File: src/rtl/tlpt_ram.sv
// generic single write port, single read port ram with registered read
module tlpt_ram #(
  parameter int WIDTH  = 8,
  parameter int DEPTH  = 16,
  parameter int ADDR_W = 4
) (
  input  logic              clk,
  input  logic              we,
  input  logic [ADDR_W-1:0] waddr,
  input  logic [WIDTH-1:0]  wdata,
  input  logic [ADDR_W-1:0] raddr,
  output logic [WIDTH-1:0]  rdata
);

  logic [WIDTH-1:0] mem [DEPTH];

  always_ff @(posedge clk) begin
    if (we) begin
      mem[waddr] <= wdata;
    end
    rdata <= mem[raddr];
  end

endmodule

File: config.mk
export PLATFORM = sky130hd
export DESIGN_NAME = tlpt_ram
export DESIGN_NICKNAME = d
export VERILOG_FILES = /design/src/rtl/tlpt_ram.sv
export SDC_FILE = /design/constraint.sdc
export NUM_CORES = 1
export LEC_CHECK = 0
export ABC_AREA = 1
export BUFFER_PORTS_ARGS = -buffer_cell sky130_fd_sc_hd__buf_2
export CAP_MARGIN = 20
export CORE_MARGIN = 5
export CORE_UTILIZATION = 65
export DETAILED_ROUTE_END_ITERATION = 8
export MAX_ROUTING_LAYER = met4
export PLACE_DENSITY = 0.84
export SYNTH_ARGS = -nofsm -noshare
export SYNTH_HDL_FRONTEND = slang
export SYNTH_SLANG_ARGS = --single-unit
File: constraint.sdc
create_clock -name clk -period 2.2 [get_ports clk]
set_input_delay 0 -clock clk [delete_from_list [all_inputs] [get_ports clk]]
set_output_delay 0 -clock clk [all_outputs]
set_load 0.01 [all_outputs]
==> impl_metrics.py, run 1 <==
metrics = {
    "routing": {
        "detail_route.wirelength_um": 13220,
        "first_pass_iters": 5,
        "routed-via-count": 4037,
        "ant_nets": 0,
        "via_per_inst": 5.726,
        "drt-initial-drc-count": 571,
        "wl_per_cell_um": 18.75,
        "drc": 0,
    },
    "grt": {
        "grt_first_pass_wirelength_um": 21160,
        "overflow": 0,
        "use_met1_pct": 32.99,
        "grt_util_met3_pct": 5.462,
        "grtUsageTotal_pct": 26.46,
        "antenna_found_initial": 0,
        "grt_start_max_net_pins": 65,
        "grt_pass1_vias": 3988,
        "grtUsageMet2_pct": 42.30,
        "grt-busiest-layer": "met2",
    },
    "sta": {
        "fin_setup_tns_ns": 0,
        "setup_ws_ns": 0.5061,
        "min_period_ns": 1.694,
        "worstMarginPinSlew_ns": 0.8420,
        "relSlewSlack_pct": 43.66,
        "fmax_mhz": 590.4,
        "drv_slew": 0,
        "hold_violations": 0,
        "fin_crit_sh_pct": 77.00,
        "rsz0062_at_grt": "no",
        "skew_ns": 0.007230,
        "whs_ns": 0.1483,
        "setup_viol": 0,
    },
    "layout": {
        "nFillCells": 529,
        "syn_to_final_growth_pct": 14.93,
        "drive_above_1_share_pct": 10.05,
        "final_net_count": 603,
        "multi_input_area_sq_um": 1214,
        "num_antenna_cells": 0,
        "stdcell_area_sq_um": 6628,
        "seqCellArea_sq_um": 4004,
    },
    "synthesis": {
        "syn-num-nets": 569,
        "syn_avg_cell_area_sq_um": 10.47,
        "synth_cell_types": 12,
        "yosysWarnings": 0,
        "ys_seq_area_share_pct": 69.43,
        "syn-instance-count": 551,
        "netlist_area_sq_um": 5767,
        "yosys_register_bits": 136,
    },
    "placed_design": {
        "hpwl_um": 7443,
        "place_congestion": 0.8792,
        "place_area_sq_um": 5896,
        "pre_cts_ws_ns": 0.8180,
        "portBuffers": 25,
    },
    "status": {
        "run_status": "finished clean",
    },
    "cts": {
        "htree_levels": 4,
        "cts_tree": "yes",
        "post_cts_buffers": 0,
        "numClockSinks": 136,
        "cts.reportedPaths.clkPinSlew_ns": 0.06,
        "clk_path_buf_depth": 2,
        "root_buffer": "clkbuf_8",
        "ctsResizeCount": 0,
        "cts_buffers": 17,
        "clk_latency_ns": 0.52,
    },
    "die": {
        "core_sq_um": 8678,
        "initial_utilization_pct": 66.45,
        "die_w_um": 104.2,
        "io_pins": 26,
        "rows": 34,
        "dieHeight_um": 104.2,
        "die_area_sq_um": 10860,
    },
    "power_and_ir_drop": {
        "power_frac_seq_pct": 46.5,
        "intPower_mw": 4.949,
        "power.density_nw_per_um2": 947.3,
        "p_sw_mw": 1.329,
        "clockPowerShare_pct": 47.7,
        "pwr-share-comb_pct": 5.9,
        "swShare_pct": 21.17,
        "ir_drop_uv": 1002,
        "power_leakage_nw": 2.883,
    },
    "worst_setup_path": {
        "critPathMaxFanout": 17,
        "cp-start-kind": "input pin",
        "worstPathArrival_ns": 2.11,
        "path_class": "in -> reg",
        "crit_required_ns": 2.62,
        "worst_setup_path_end_kind": "flip-flop",
    },
    "flow_run": {
        "cap_viol_max_count": 0,
    },
    "min_path": {
        "hp-class": "in -> reg",
    },
}
==> area by class of cell <==
type | count | share of cell area [%]
flip-flops and latches | 136 | 60.41
multi-input cells | 289 | 18.31
well taps | 108 | 2.039
repair buffers | 39 | 4.078
clock inverters | 13 | 3.077
clock buffers | 18 | 6.305
inverters | 102 | 5.777
==> worst max-delay path: stages <==
cell,delay [ns]
dlygate4sd3_1,0.53
buf_2,0.25
inv_1,0.44
nand3_1,0.17
nand3_1,0.10
dlygate4sd3_1,0.56
nand2_1,0.05
==> registers in the layout, indices dropped and copies added (netlist names) <==
signal	flops
mem	128
rdata	8
==> power groups by stage <==
stage / sequential, mW / clock [mW] / combinational [mW]
final: 2.92 / 2.99 / 0.368
after global routing: 2.92 / 3.13 / 0.401
after CTS: 2.92 / 2.99 / 0.362
after detailed placement: 2.97 / 0 / 0.338
after global placement: 2.97 / 0 / 0.330
after floorplan: 2.97 / 0 / 0.204
==> metrics by stage <==
stage,std cells,util [%],power [mW]
2_1_floorplan,551,-,3.177
3_3_place_gp,663,67.94,3.297
3_5_place_dp,663,67.94,3.308
4_1_cts,705,76.37,6.266
5_1_grt,705,76.37,6.456
6_report,705,76.37,6.278
==> layer usage <==
metal,wire length [um],up-vias
li1,-,1847
met1,4913,1858
met2,6585,288
met3,1228,44
met4,488,0
met5,0,-
==> Yosys cell counts, drive strengths merged <==
library cell	instances	area, sq um
nand3b	2	15.01
dfxtp	8	160.2
nand2	173	649.4
inv	102	382.9
nor2	17	63.81
nand3	97	485.5
buf	24	166.4
edfxtp	128	3844
==> logic make-up after synthesis <==
| family | share of synthesized area [%] |
|---|---|
| buf+inv | 9.525 |
| simple gates | 21.05 |
| flops | 69.43 |
==> path summary, 6_finish.rpt <==
kind | startpoint | endpoint | slack, ns | cells past startpoint
worst min register to register | mem[14][4]$_DFFE_PP_ | rdata[4]$_DFF_P_ | 0.67 | 6
worst max register to register | mem[9][3]$_DFFE_PP_ | rdata[3]$_DFF_P_ | 0.66 | 7
worst min-delay path | we | mem[3][2]$_DFFE_PP_ | 0.15 | 3
worst max-delay path | raddr[2] | rdata[3]$_DFF_P_ | 0.51 | 7
==> timing repair <==
item                       in CTS  in global routing
hold endpoints to repair      136                  0
setup endpoints to repair       0                  0
hold buffers                   11                  0
==> cells in the final DEF (no fill, tap or decap) <==
cell type / n
inv_1: 100
buf_4: 2
clkinvlp_4: 1
nand3_1: 97
edfxtp_1: 128
dlygate4sd3_1: 11
inv_2: 2
clkbuf_8: 1
buf_12: 1
nor2_1: 17
dfxtp_1: 8
bufinv_16: 5
nand2_1: 173
clkbuf_16: 16
clkinv_2: 4
nand3b_1: 2
clkbuf_1: 1
buf_2: 25
clkinv_4: 3
(Power assumes the default switching activity.)
==> run 2: changes to the inputs <==
- ABC_AREA: 1 -> 0
- CORE_UTILIZATION: 65 -> 54
- PLACE_DENSITY: 0.84 -> 0.74
- clock period: 2.2 -> 1.4 ns (I/O delays scaled with it)
==> run 2 against run 1 <==
Cell count is 38% lower. Routed wire length is 29% lower. Critical path depth is 4 lower. Core utilization is 9.3 points lower. Non-clock buffer count is 19 higher. Die area is 6.7% higher. Critical endpoint unchanged.
==> impl_metrics.py, run 2 <==
metrics = {
    "synthesis": {
        "async_flop_share_pct": 0,
        "netlist_area_sq_um": 5147,
        "yosysWarnings": 0,
        "syn-instance-count": 229,
        "ys_seq_area_share_pct": 77.78,
        "yosys_register_bits": 136,
        "yosysMostFrequentCell": "edfxtp_1",
        "synth_area_leaders": "edfxtp_1 75%, mux4_2 7.9%, mux4_1 7.1%, dfxtp_1 3.1%, a22oi_1 2.3%",
        "synth_edf_count": 128,
        "synth_top_area_share_pct": 74.67,
        "synth_cell_types": 19,
        "synth_top_cell_by_area": "edfxtp_1",
        "synth_flop_cell": "edfxtp_1",
        "syn_avg_cell_area_sq_um": 22.48,
        "synth_top_cells_by_count": "128 x edfxtp_1, 18 x mux4_2, 16 x a22oi_1, 14 x mux4_1, 13 x nor2_1",
        "syn-num-nets": 247,
    },
    "layout": {
        "reg_top3": "mem: 128 flops, rdata: 8 flops",
        "largest_reg_flops": 128,
        "final_cell_mix": "128 x edfxtp_1, 25 x buf_2, 23 x buf_4",
        "num_antenna_cells": 0,
        "top_register": "mem",
        "final_common_cell": "edfxtp_1",
        "final_util_pct": 67.08,
        "syn_to_final_growth_pct": 20.98,
        "final_net_count": 314,
        "drive_above_1_share_pct": 32.04,
    },
    "sta": {
        "relSlewSlack_pct": 53.34,
        "fin_setup_tns_ns": 0,
        "hold_violations": 0,
        "fin_crit_sh_pct": 98.24,
        "drv_slew": 0,
        "setup_viol": 0,
        "skew_ns": 0.008478,
        "rsz0062_at_grt": "no",
        "fmax_mhz": 727.1,
        "worstMarginPinSlew_ns": 0.6973,
        "min_period_ns": 1.375,
    },
    "routing": {
        "routed-via-count": 2441,
        "ant_nets": 0,
        "via_per_inst": 5.573,
        "first_pass_iters": 4,
        "detail_route.wirelength_um": 9402,
        "drt-initial-drc-count": 189,
        "wl_per_cell_um": 21.47,
        "drc": 0,
    },
    "flow_run": {
        "cap_viol_max_count": 0,
    },
    "cts": {
        "numClockSinks": 136,
        "root_buffer": "clkbuf_8",
        "cts.reportedPaths.clkPinSlew_ns": 0.06,
        "clk_path_buf_depth": 2,
        "htree_levels": 4,
        "cts_buffers": 17,
        "post_cts_buffers": 0,
        "clk_latency_ns": 0.51,
        "cts_tree": "yes",
    },
    "die": {
        "rows": 35,
        "die_area_sq_um": 11590,
        "io_pins": 26,
        "dieHeight_um": 107.6,
        "core_sq_um": 9284,
        "initial_utilization_pct": 55.44,
        "die_w_um": 107.6,
    },
    "placed_design": {
        "place_congestion": 0.7634,
        "hpwl_um": 6188,
        "portBuffers": 25,
    },
    "grt": {
        "overflow": 0,
        "grt_first_pass_wirelength_um": 14790,
        "grt_pass1_vias": 2506,
        "grtUsageTotal_pct": 18.79,
        "antenna_found_initial": 0,
        "grt_start_max_net_pins": 24,
    },
    "power_and_ir_drop": {
        "ir_drop_uv": 752.1,
        "power.density_nw_per_um2": 1499,
        "power_leakage_nw": 2.145,
    },
    "min_path": {
        "hp-class": "in -> reg",
    },
    "worst_setup_path": {
        "path_class": "reg -> reg",
        "cp-start-kind": "flip-flop",
        "worstPathArrival_ns": 1.77,
        "crit_required_ns": 1.79,
        "critPathMaxFanout": 1,
        "worst_setup_path_end_kind": "flip-flop",
    },
    "status": {
        "run_status": "finished clean",
    },
}
[run 2: changes by cell type in the layout (fill, tap and decap cells not counted), moves of 4 or more]
cell	before	now
nand3_1	97	1
buf_4	2	23
nor2_1	17	13
mux4_2	0	19
mux4_1	0	13
inv_1	100	0
a22oi_1	0	15
nand2_1	173	9
[run 2: power breakdown]
| part | total [mW] | internal, mW | leakage [nW] | switching, mW |
|---|---|---|---|---|
| clock network | 4.30 | 2.79 | 0.279 | 1.51 |
| registers | 4.58 | 4.55 | 1.22 | 0.0288 |
| logic | 0.451 | 0.207 | 0.641 | 0.244 |
| total | 9.33 | 7.55 | 2.14 | 1.78 |
[run 2: worst paths after layout]
path / start / to / slack (ns) / depth (start not counted)
worst max-delay path: mem[1][3]$_DFFE_PP_ / rdata[3]$_DFF_P_ / 0.02 / 3
worst min-delay path: waddr[0] / mem[4][1]$_DFFE_PP_ / 0.03 / 3
worst max register to register: mem[1][3]$_DFFE_PP_ / rdata[3]$_DFF_P_ / 0.02 / 3
worst min register to register: mem[12][3]$_DFFE_PP_ / rdata[3]$_DFF_P_ / 0.67 / 3
[run 2: kinds of logic after synthesis]
family                 synth area share, %
multiplexers                         15.02
buffers and inverters                1.677
flip-flops                           77.78
AND/OR/NAND/NOR                      3.184
AO/OA/AOI/OAI                        2.334
[run 2: layout make-up]
cell class	instances	area [sq um]
Sequential cell	136	4004
Fill cell	596	3057
Multi-Input combinational cell	83	1064
Clock buffer	23	456.7
Timing Repair Buffer	58	417.9
Tap cell	129	161.4
Clock inverter	9	123.9
[run 2: critical path, cell delays in order (launching register included)]
cell and delay (ns):
edfxtp_1 0.37, mux4_1 0.52, a22oi_1 0.29, nand2_1 0.08
[run 2: repair_timing]
item                       in CTS  in global routing
pin swaps                       0                  1
setup endpoints to repair       1                  1
resized for setup               1                  1
hold buffers                    8                  0
hold endpoints to repair      128                  0
[run 2: routing by layer]
layer  wire [um]  vias to the layer above  track usage (%)
met5           0                        -                -
met2        4655                       92            28.42
met4         146                        0            7.845
met1        3927                     1229            24.56
li1            -                     1111                -
met3         672                        9            4.859
[run 2: metrics by stage]
step	hold slack [ns]	power (mW)	instance area, sq um	instances	worst slack [ns]
floorplan	0.09887	4.900	5152	229	0.1339
finish	0.03409	9.335	6227	438	0.02468
global route	0.04243	9.643	6227	438	0.001207
global placement	0.3830	5.087	5565	398	-0.03786
detailed placement	0.3977	5.104	5565	398	-0.05998
CTS	0.01721	9.409	6231	438	0.03839
