File: src/rtl/tlpt_pkg.sv
// shared constants and codes for the two-level page table engine
package tlpt_pkg;

  localparam int DEF_DIR_ENTRIES = 16;
  localparam int TBL_BITS        = 10;
  localparam int TBL_LEN         = 1024;
  localparam int DIR_BITS        = 10;
  localparam int OFS_BITS        = 12;
  localparam int FRAME_BITS      = 20;
  localparam int ENTRY_W         = 23;

  localparam logic [31:0] ALL_ONES   = 32'hFFFF_FFFF;
  localparam logic [31:0] PAGE_BYTES = 32'h0000_1000;

  localparam logic [1:0] F_MAP  = 2'd0;
  localparam logic [1:0] F_XLT  = 2'd1;
  localparam logic [1:0] F_SRCH = 2'd2;

  localparam logic [1:0] ST_OK    = 2'd0;
  localparam logic [1:0] ST_MISS  = 2'd1;
  localparam logic [1:0] ST_RANGE = 2'd2;

endpackage

File: src/rtl/tlpt_ctrl.sv
// sequencer for map, translate and search over the page entry ram
module tlpt_ctrl #(
  parameter int DIR_ENTRIES = tlpt_pkg::DEF_DIR_ENTRIES,
  parameter int ADDR_W      = 14
) (
  input  logic                         clk,
  input  logic                         rst,
  input  logic                         in_valid,
  output logic                         in_ready,
  input  logic [1:0]                   func,
  input  logic [31:0]                  virt_addr,
  input  logic [31:0]                  phys_addr,
  input  logic [20:0]                  page_count,
  input  logic [31:0]                  search_size,
  input  logic                         writable,
  input  logic                         user_access,
  output logic                         out_valid,
  input  logic                         out_ready,
  output logic [1:0]                   status,
  output logic [31:0]                  result_addr,
  output logic                         ram_we,
  output logic [ADDR_W-1:0]            ram_waddr,
  output logic [tlpt_pkg::ENTRY_W-1:0] ram_wdata,
  output logic [ADDR_W-1:0]            ram_raddr,
  input  logic [tlpt_pkg::ENTRY_W-1:0] ram_rdata
);
  import tlpt_pkg::*;

  localparam int DIR_W = ADDR_W - TBL_BITS;
  localparam logic [DIR_BITS:0] DIR_LIM = (DIR_BITS + 1)'(DIR_ENTRIES);
  localparam logic [32:0] SPACE_TOP = 33'h1_0000_0000;

  localparam logic [2:0] S_IDLE = 3'd0;
  localparam logic [2:0] S_MAP  = 3'd1;
  localparam logic [2:0] S_CLR  = 3'd2;
  localparam logic [2:0] S_XLT  = 3'd3;
  localparam logic [2:0] S_SRCH = 3'd4;
  localparam logic [2:0] S_SCHK = 3'd5;
  localparam logic [2:0] S_DONE = 3'd6;

  logic [2:0]          state;
  logic [DIR_ENTRIES-1:0] dir_present;
  logic [31:0]         cur_va;
  logic [31:0]         cur_pa;
  logic [20:0]         cnt;
  logic [1:0]          perm;
  logic [32:0]         srch_cur;
  logic [32:0]         srch_end;
  logic [TBL_BITS-1:0] clr_idx;
  logic [1:0]          res_status;
  logic [31:0]         res_addr;

  logic [DIR_BITS-1:0] in_dir, map_dir, srch_dir;
  logic                in_dir_ok, map_dir_ok, srch_dir_ok;
  logic [DIR_W-1:0]    in_dir_i, map_dir_i, srch_dir_i;
  logic [32:0]         end_sum;
  logic [32:0]         end_clamp;
  logic                rd_present;
  logic [FRAME_BITS-1:0] rd_frame;
  logic                out_free;

  assign in_dir      = virt_addr[31 -: DIR_BITS];
  assign map_dir     = cur_va[31 -: DIR_BITS];
  assign srch_dir    = srch_cur[31 -: DIR_BITS];
  assign in_dir_i    = in_dir[DIR_W-1:0];
  assign map_dir_i   = map_dir[DIR_W-1:0];
  assign srch_dir_i  = srch_dir[DIR_W-1:0];
  assign in_dir_ok   = {1'b0, in_dir} < DIR_LIM;
  assign map_dir_ok  = {1'b0, map_dir} < DIR_LIM;
  assign srch_dir_ok = {1'b0, srch_dir} < DIR_LIM;
  assign end_sum     = {1'b0, virt_addr} + {1'b0, search_size};
  assign end_clamp   = end_sum[32] ? SPACE_TOP : end_sum;
  assign rd_present  = ram_rdata[0];
  assign rd_frame    = ram_rdata[ENTRY_W-1 -: FRAME_BITS];
  assign out_free    = !out_valid || out_ready;
  assign in_ready    = (state == S_IDLE);

  always_comb begin
    ram_we    = (state == S_CLR) ||
                ((state == S_MAP) && map_dir_ok && dir_present[map_dir_i]);
    ram_waddr = (state == S_CLR) ? {map_dir_i, clr_idx}
                                 : {map_dir_i, cur_va[OFS_BITS +: TBL_BITS]};
    ram_wdata = (state == S_CLR) ? '0
                                 : {cur_pa[31 -: FRAME_BITS], perm, 1'b1};
    ram_raddr = (state == S_IDLE) ? {in_dir_i, virt_addr[OFS_BITS +: TBL_BITS]}
                                  : {srch_dir_i, srch_cur[OFS_BITS +: TBL_BITS]};
  end

  always_ff @(posedge clk) begin
    if (rst) begin
      state       <= S_IDLE;
      out_valid   <= 1'b0;
      dir_present <= '0;
    end else begin
      if (out_valid && out_ready && (state != S_DONE)) begin
        out_valid <= 1'b0;
      end
      case (state)
        S_IDLE: begin
          if (in_valid) begin
            cur_va     <= virt_addr;
            cur_pa     <= phys_addr;
            cnt        <= page_count;
            perm       <= {user_access, writable};
            srch_cur   <= {1'b0, virt_addr};
            srch_end   <= end_clamp;
            res_addr   <= ALL_ONES;
            case (func)
              F_MAP: begin
                if (page_count == '0) begin
                  res_status <= ST_OK;
                  state      <= S_DONE;
                end else begin
                  res_status <= ST_MISS;
                  state      <= S_MAP;
                end
              end
              F_XLT: begin
                if (!in_dir_ok) begin
                  res_status <= ST_RANGE;
                  state      <= S_DONE;
                end else if (!dir_present[in_dir_i]) begin
                  res_status <= ST_MISS;
                  state      <= S_DONE;
                end else begin
                  res_status <= ST_MISS;
                  state      <= S_XLT;
                end
              end
              F_SRCH: begin
                res_status <= ST_MISS;
                state      <= S_SRCH;
              end
              default: begin
                res_status <= ST_MISS;
                state      <= S_DONE;
              end
            endcase
          end
        end
        S_MAP: begin
          if (!map_dir_ok) begin
            res_status <= ST_RANGE;
            state      <= S_DONE;
          end else if (!dir_present[map_dir_i]) begin
            clr_idx <= '0;
            state   <= S_CLR;
          end else begin
            cur_va <= cur_va + PAGE_BYTES;
            cur_pa <= cur_pa + PAGE_BYTES;
            cnt    <= cnt - 21'd1;
            if (cnt == 21'd1) begin
              res_status <= ST_OK;
              state      <= S_DONE;
            end
          end
        end
        S_CLR: begin
          clr_idx <= clr_idx + 1'b1;
          if (clr_idx == TBL_BITS'(TBL_LEN - 1)) begin
            dir_present[map_dir_i] <= 1'b1;
            state                  <= S_MAP;
          end
        end
        S_XLT: begin
          if (rd_present) begin
            res_status <= ST_OK;
            res_addr   <= {rd_frame, cur_va[OFS_BITS-1:0]};
          end
          state <= S_DONE;
        end
        S_SRCH: begin
          if (srch_cur >= srch_end) begin
            state <= S_DONE;
          end else if (!srch_dir_ok) begin
            res_status <= ST_RANGE;
            state      <= S_DONE;
          end else if (!dir_present[srch_dir_i]) begin
            srch_cur <= srch_cur + {1'b0, PAGE_BYTES};
          end else begin
            state <= S_SCHK;
          end
        end
        S_SCHK: begin
          if (rd_present && (rd_frame == cur_pa[31 -: FRAME_BITS]) &&
              (srch_cur[OFS_BITS-1:0] == cur_pa[OFS_BITS-1:0])) begin
            res_status <= ST_OK;
            res_addr   <= srch_cur[31:0];
            state      <= S_DONE;
          end else begin
            srch_cur <= srch_cur + {1'b0, PAGE_BYTES};
            state    <= S_SRCH;
          end
        end
        S_DONE: begin
          if (out_free) begin
            out_valid   <= 1'b1;
            status      <= res_status;
            result_addr <= res_addr;
            state       <= S_IDLE;
          end
        end
        default: begin
          state <= S_IDLE;
        end
      endcase
    end
  end

endmodule

File: config.mk
export PLATFORM = sky130hd
export DESIGN_NAME = tlpt_ctrl
export DESIGN_NICKNAME = d
export VERILOG_FILES = /design/src/rtl/tlpt_pkg.sv /design/src/rtl/tlpt_ctrl.sv
export SDC_FILE = /design/constraint.sdc
export NUM_CORES = 1
export LEC_CHECK = 0
export BUFFER_PORTS_ARGS = -buffer_cell sky130_fd_sc_hd__buf_2
export CORE_MARGIN = 4
export CORE_UTILIZATION = 40
export DETAILED_ROUTE_END_ITERATION = 10
export SLEW_MARGIN = 20
export SYNTH_ARGS = -nofsm -noshare
export SYNTH_HDL_FRONTEND = slang
export SYNTH_SLANG_ARGS = --single-unit
File: constraint.sdc
create_clock -name clk -period 7.8 [get_ports clk]
set_clock_uncertainty 0.1 [all_clocks]
set_input_delay 0.78 -clock clk [delete_from_list [all_inputs] [get_ports clk]]
set_output_delay 0.78 -clock clk [all_outputs]
set_load 0.02 [all_outputs]
==> results.cfg, run 1 <==
[yosys]
yosysWarnings = 0
synthFlopType = edfxtp_1
netlist_instances = 1441
ys_seq_area_share_pct = 49.7
async_flop_share_pct = 0
synth_edf_count = 231
ys_ff_latch = 251
netlist_area_sq_um = 14800
synth_nets = 1661
synth_cell_type_count = 66
avgSynthCellArea_sq_um = 10.2

[timing]
post-route-period-util_pct = 55.7
rsz0062_at_grt = false
fin_crit_ps = 4350
fmax_mhz = 230
setup-violations-final = 0
hold_viol_final = 0
finalSetupTns_ps = 0
max_slew_margin_pct = 35.8
slew_viol_final = 0
tightest_slew_ps = 963

[drt]
vias_per_cell = 5.49
num_vias = 11700
dr.pass1.iters = 5
drt_iter0_drc = 811
wirelength_um = 43200
drc = 0
wire_per_inst_um = 20.2
antenna_left = 0

[floorplanning]
die_w_um = 200
dieArea_sq_um = 40100
coreArea_sq_um = 36500
initial_core_util_pct = 40.4
ios = 236
die_h_um = 200
core.rowCount = 70

[clock_network]
clk_path_buf_depth = 3
insertion_delay_ps = 550
post_cts_buffers = 0
cts-root-buf = clkbuf_16
ctsResizeCount = 0
htreeDepth = 1
clk_pin_slew_ps = 60
postCtsHoldBufs = 0
cts.sinks = 251
numCtsBuffers = 28
cts_tree = done

[setup_path]
critPathMaxFanout = 22
critPathLaunchType = register
cp.required_ps = 6920
startpoint = state[1]
r2r-start = state[1]
cp.arrival_ps = 3470
worst-setup-path-type = reg -> out
end_kind = output port

[run_status]
status = finished, final reports clean

[layout]
post-route-util_pct = 47.2
area_delta_synth_final_pct = 16.9
fillCellCount = 3432
drive_gt1_share_pct = 20.1
nets = 1874

[global_route]
antenna_found_initial = 1
gr-usage-all-layers_pct = 20.8
grt_max_degree = 76
grt_pass1_wl_um = 66600
grt_overflow_total = 0
grt_pass1_vias = 11300

[power]
power_density_nw_per_um2 = 264
p_leak_uw = 0.00651
irDropWorstVdd_v = 0.000183

[place]
port_buffers = 233
gp_congestion = 0.884
place.detailed.hpwl_um = 33000

[job]
drv_cap = 0

[worst_hold_path]
min_from = res_addr[23]
hold_path_class = reg -> reg
[cells in the final DEF (no fill, tap or decap), drive strengths merged, types with 15 or more instances in the layout]
cell,n
buf,249
edfxtp,231
nand2,205
nor2,105
o21ai,103
xnor2,79
ha,71
a21oi,68
and2,62
xor2,50
inv,50
nand3,46
clkbuf,42
a22oi,33
nand4,30
nor3,28
a21o,23
dfxtp,20
mux4,15
[area by class of cell]
cell class                 count  area [sq um]  area share, %
clock inverter                 4          17.5          0.102
timing repair buffer         249          1290           7.45
antenna                        1          2.50         0.0145
tap                          468           586           3.39
multi-input combinational   1074          7040           40.8
inverter                      50           188           1.09
sequential                   251          7340           42.5
clock buffer                  42           805           4.66
[sequential cells by signal, summed over array words and instances, names as in the netlist, 2 cells and up]
name	flops
status	2
perm	2
cnt	21
res_status	2
result_addr	32
cur_va	32
cur_pa	32
state	3
clr_idx	10
srch_end	33
dir_present	16
srch_cur	33
res_addr	32
[worst paths after layout]
path | to | slack, ps | cells past startpoint
worst max-delay path | ram_waddr[3] | 3450 | 6
worst min-delay path | result_addr[23] | 320 | 0
worst max register to register | dir_present[7] | 4250 | 9
worst min register to register | result_addr[23] | 320 | 0
[Yosys cell counts (3+ instances only)]
master	instances	share of area (%)
edfxtp_1	231	47
nand2_1	205	5.2
nor2_1	105	2.7
o21ai_0	92	3.1
xnor2_1	79	4.7
ha_1	71	6.0
a21oi_1	68	2.3
and2_1	60	2.5
clkbuf_1	52	1.3
xor2_1	50	3.0
inv_1	48	1.2
nand3_1	46	1.6
a22oi_1	33	1.7
nand4_1	30	1.3
nor3_1	28	0.95
a21o_1	23	1.2
dfxtp_1	20	2.7
mux4_2	15	2.3
mux2_2	14	1.1
a31oi_1	13	0.55
and3_1	13	0.55
nor4_1	11	0.47
o21ai_1	11	0.37
nor2b_1	10	0.42
nand2b_1	9	0.38
o21a_1	9	0.46
a211oi_1	7	0.36
buf_2	6	0.20
o211ai_1	6	0.31
or3_1	6	0.25
or4_1	6	0.31
and4_1	5	0.30
a21boi_0	4	0.20
buf_1	4	0.10
buf_4	4	0.20
nor3b_1	4	0.20
or2_2	4	0.17
o31ai_1	3	0.15
[worst max-delay path, cell delays in order, from the launching register on]
cell	delay (ps)
dfxtp_1	860
nor2b_1	320
and2_0	600
inv_1	450
buf_4	340
o21ai_0	160
buf_2	180
[through the flow]
| step | hold slack, ps | cell area [sq um] | setup WS (ps) | instances | total power [uW] |
|---|---|---|---|---|---|
| finish | 316 | 17300 | 3450 | 2139 | 4560 |
| floorplan | 300 | 14800 | 2430 | 1441 | 2880 |
| detailed placement | 306 | 16400 | 3970 | 2092 | 3380 |
| global route | 314 | 17300 | 3050 | 2139 | 4810 |
| CTS | 311 | 17300 | 3390 | 2138 | 4580 |
| global placement | 303 | 16400 | 4010 | 2092 | 3350 |
[metal layers]
metal / track usage (%) / up-vias / routed length [um]
met4: 4.33 / 0 / 662
li1: - / 5651 / -
met2: 32.6 / 427 / 19400
met1: 30.8 / 5629 / 19800
met3: 3.33 / 38 / 3240
met5: 0 / - / 0
[cells by family (layout without fill, tap and decap cells)]
| kind of cell | after synthesis | after routing | share of synthesized area [%] |
|---|---|---|---|
| other | 0 | 1 | 0 |
| AO/OA/AOI/OAI | 295 | 295 | 12.3 |
| AND/OR/NAND/NOR | 547 | 547 | 17.6 |
| buffers and inverters | 116 | 345 | 3.10 |
| adder cells (fa/ha/maj) | 72 | 72 | 6.15 |
| multiplexers | 31 | 31 | 3.49 |
| flip-flops | 251 | 251 | 49.7 |
| XOR/XNOR | 129 | 129 | 7.65 |
[report_power, final]
group	total [uW]	internal (uW)	switching (uW)	leakage (uW)
clock	1210	700	508	0.000402
combinational	1360	505	857	0.00391
sequential	1990	1760	225	0.00220
total	4560	2970	1590	0.00651
Power figures use the tool's default switching activity.
==> run 2, diff against run 1 <==
Settings changed: ABC_AREA set to 1.
Clock period 7.8 ns to 3.9 ns, I/O delays scaled along.
==> results.cfg, run 2 <==
[run_status]
status = finished, final reports clean

[drt]
wire_per_inst_um = 17.6
wirelength_um = 48600
routed.top_layer = met5
vias_per_cell = 5.08
drc = 0
met2_length_um = 22200
drt_iter0_drc = 1093
dr_wl_met3_um = 3500
num_vias = 14000
dr.pass1.iters = 5
antenna_left = 0
wl_met1_um = 21600

[setup_path]
cp.required_ps = 3410
r2r-start = state[2]
crit_path_end = ram_we
cp.arrival_ps = 3050
crit_top_cell = inv_2
r2r_cells = 7
critPathMaxFanout = 36
crit_family = simple AND/OR/NAND/NOR gates
critPathLaunchType = register
cp_cell_sequence = inv_2 -> nor2_1 -> inv_2 -> nor2_4 -> inv_2 -> nor2_1 -> nand2_1 -> nand2_1 -> buf_2
worst-setup-path-type = reg -> out
rr_endpoint = res_addr[29]
rrSetupSlack_ps = 580
cp_slowest_cell = nor2_4
cp_num_cells = 9
end_kind = output port
startpoint = state[0]
max_stage_delay_ps = 490
cp_num_buf_inv = 4

[yosys]
synthFlopType = edfxtp_1
synthTopCellsByArea = edfxtp_1, nand2_1, inv_1, ha_1, nor2_1
synth.top_cell.area_share_pct = 44.0
avgSynthCellArea_sq_um = 8.05
ys_seq_area_share_pct = 46.5
async_flop_share_pct = 0
netlist_area_sq_um = 15800
synth.most_common_cell = nand2_1
synth_nets = 2180
netlist_instances = 1960
yosysTopAreaCell = edfxtp_1
synth_edf_count = 231
ys_ff_latch = 251
yosysWarnings = 0
synth_top_cells_by_count = nand2_1, inv_1, edfxtp_1, nor2_1, o21ai_0
synth_cell_type_count = 53

[timing]
finalSetupTns_ps = 0
setup-violations-final = 0
tightest_slew_ps = 1110
fmax_mhz = 283
hold_viol_final = 0
post-route-period-util_pct = 90.7
max_slew_margin_pct = 25.8
slew_viol_final = 0
setup_ws_ps = 364
fin_crit_ps = 3540
rsz0062_at_grt = false

[layout]
drive_gt1_share_pct = 15.7
regArea_sq_um = 7340
final_cell_mix = nand2_1, inv_1, buf_2, edfxtp_1, nor2_1
antenna_cells = 0
final_common_cell = nand2_1
fillCellCount = 3851
reg_top3 = srch_cur (33), srch_end (33)
area_delta_synth_final_pct = 19.3
post-route-util_pct = 48.5
multiInputGateArea_sq_um = 7110
final_cells = 2762
nets = 2441

[floorplanning]
die_w_um = 207
ios = 236
initial_core_util_pct = 40.6
dieArea_sq_um = 42700
coreArea_sq_um = 38800
core.rowCount = 72
die_h_um = 207

[place]
port_buffers = 233
place_ws_ps = 574
dp_cells = 2673
gp_congestion = 0.915
place.detailed.hpwl_um = 37800

[power]
irDropWorstVdd_v = 0.000476
finalPower_uw = 11300
power_density_nw_per_um2 = 602
p_leak_uw = 0.00830

[global_route]
grt_pass1_vias = 13300
grt_overflow_total = 0
antenna_found_initial = 1
grt_max_degree = 69
gr-usage-all-layers_pct = 22.1
grt_pass1_wl_um = 74100

[clock_network]
insertion_delay_ps = 590
post_cts_buffers = 0
cts-root-buf = clkbuf_16
clk_pin_slew_ps = 60
clk_path_buf_depth = 3
cts.sinks = 251
numCtsBuffers = 30
htreeDepth = 1
cts_tree = done

[job]
drv_cap = 0

[worst_hold_path]
hold_path_class = in -> reg
## run 2: changes by cell type in the layout (fill, tap and decap cells not counted), moves of 38 or more
cell	before	now
a21oi_1	67	105
and2_1	60	2
nand2_1	205	499
inv_1	48	285
nand3_1	46	110
xnor2_1	79	18
nor2_1	102	183
## run 2: metal layers
metal / vias up / global-route usage [%]
met2: 468 / 36.0
met4: 2 / 5.35
met3: 58 / 3.72
li1: 6994 / -
met1: 6510 / 31.0
met5: - / 0
## run 2: cell type report
type	count	share of cell area, %
Multi-Input combinational cell	1350	37.8
Inverter	304	6.06
Tap cell	518	3.44
Sequential cell	251	39.0
Clock inverter	16	0.731
Timing Repair Buffer	284	8.75
Clock buffer	39	4.27
## run 2: power by group
| group | internal (uW) | total [uW] | switching [uW] | leakage (uW) |
|---|---|---|---|---|
| sequential | 3840 | 4390 | 545 | 0.00222 |
| clock | 1520 | 2680 | 1160 | 0.000444 |
| combinational | 1310 | 4260 | 2950 | 0.00564 |
| total | 6670 | 11300 | 4650 | 0.00830 |
## run 2: per-stage QoR
stage          hold slack [ps]  instance area [sq um]
6_report                  26.5                  18800
2_1_floorplan              300                  15800
3_5_place_dp               305                  17500
5_1_grt                   26.6                  18800
4_1_cts                   1.73                  18800
3_3_place_gp               305                  17500
## run 2: worst min-delay path by stage
stage,endpoint,cells after the start,from,slack (ps)
6_report,res_addr[16],3,ram_rdata[7],30
5_1_grt,res_addr[25],3,ram_rdata[16],30
4_1_cts,cnt[11],3,page_count[11],2
3_5_place_dp,result_addr[29],0,res_addr[29],300
3_3_place_gp,status[0],0,res_status[0],300
2_1_floorplan,result_addr[0],0,res_addr[0],300
## run 2: kinds of logic after synthesis
group / synth area share [%]
DFF: 46.5
buffers and inverters: 8.83
and+or+nand+nor: 24.0
adders and majority gates: 5.76
AOI/OAI and AO/OA: 10.9
xor gates and xnor gates: 4.05
## run 2: worst register-to-register path, cell delays in order (launching register included)
cell and delay, ps:
dfxtp_1 400, inv_1 130, nor2_4 110, inv_2 170, nor2_2 560, inv_2 380
nand2_1 930, o211ai_1 230
## run 2: timing repair
action	in CTS	in global routing
hold buffers	34	0
endpoints found under the hold margin	34	0
gates resized for setup	0	0
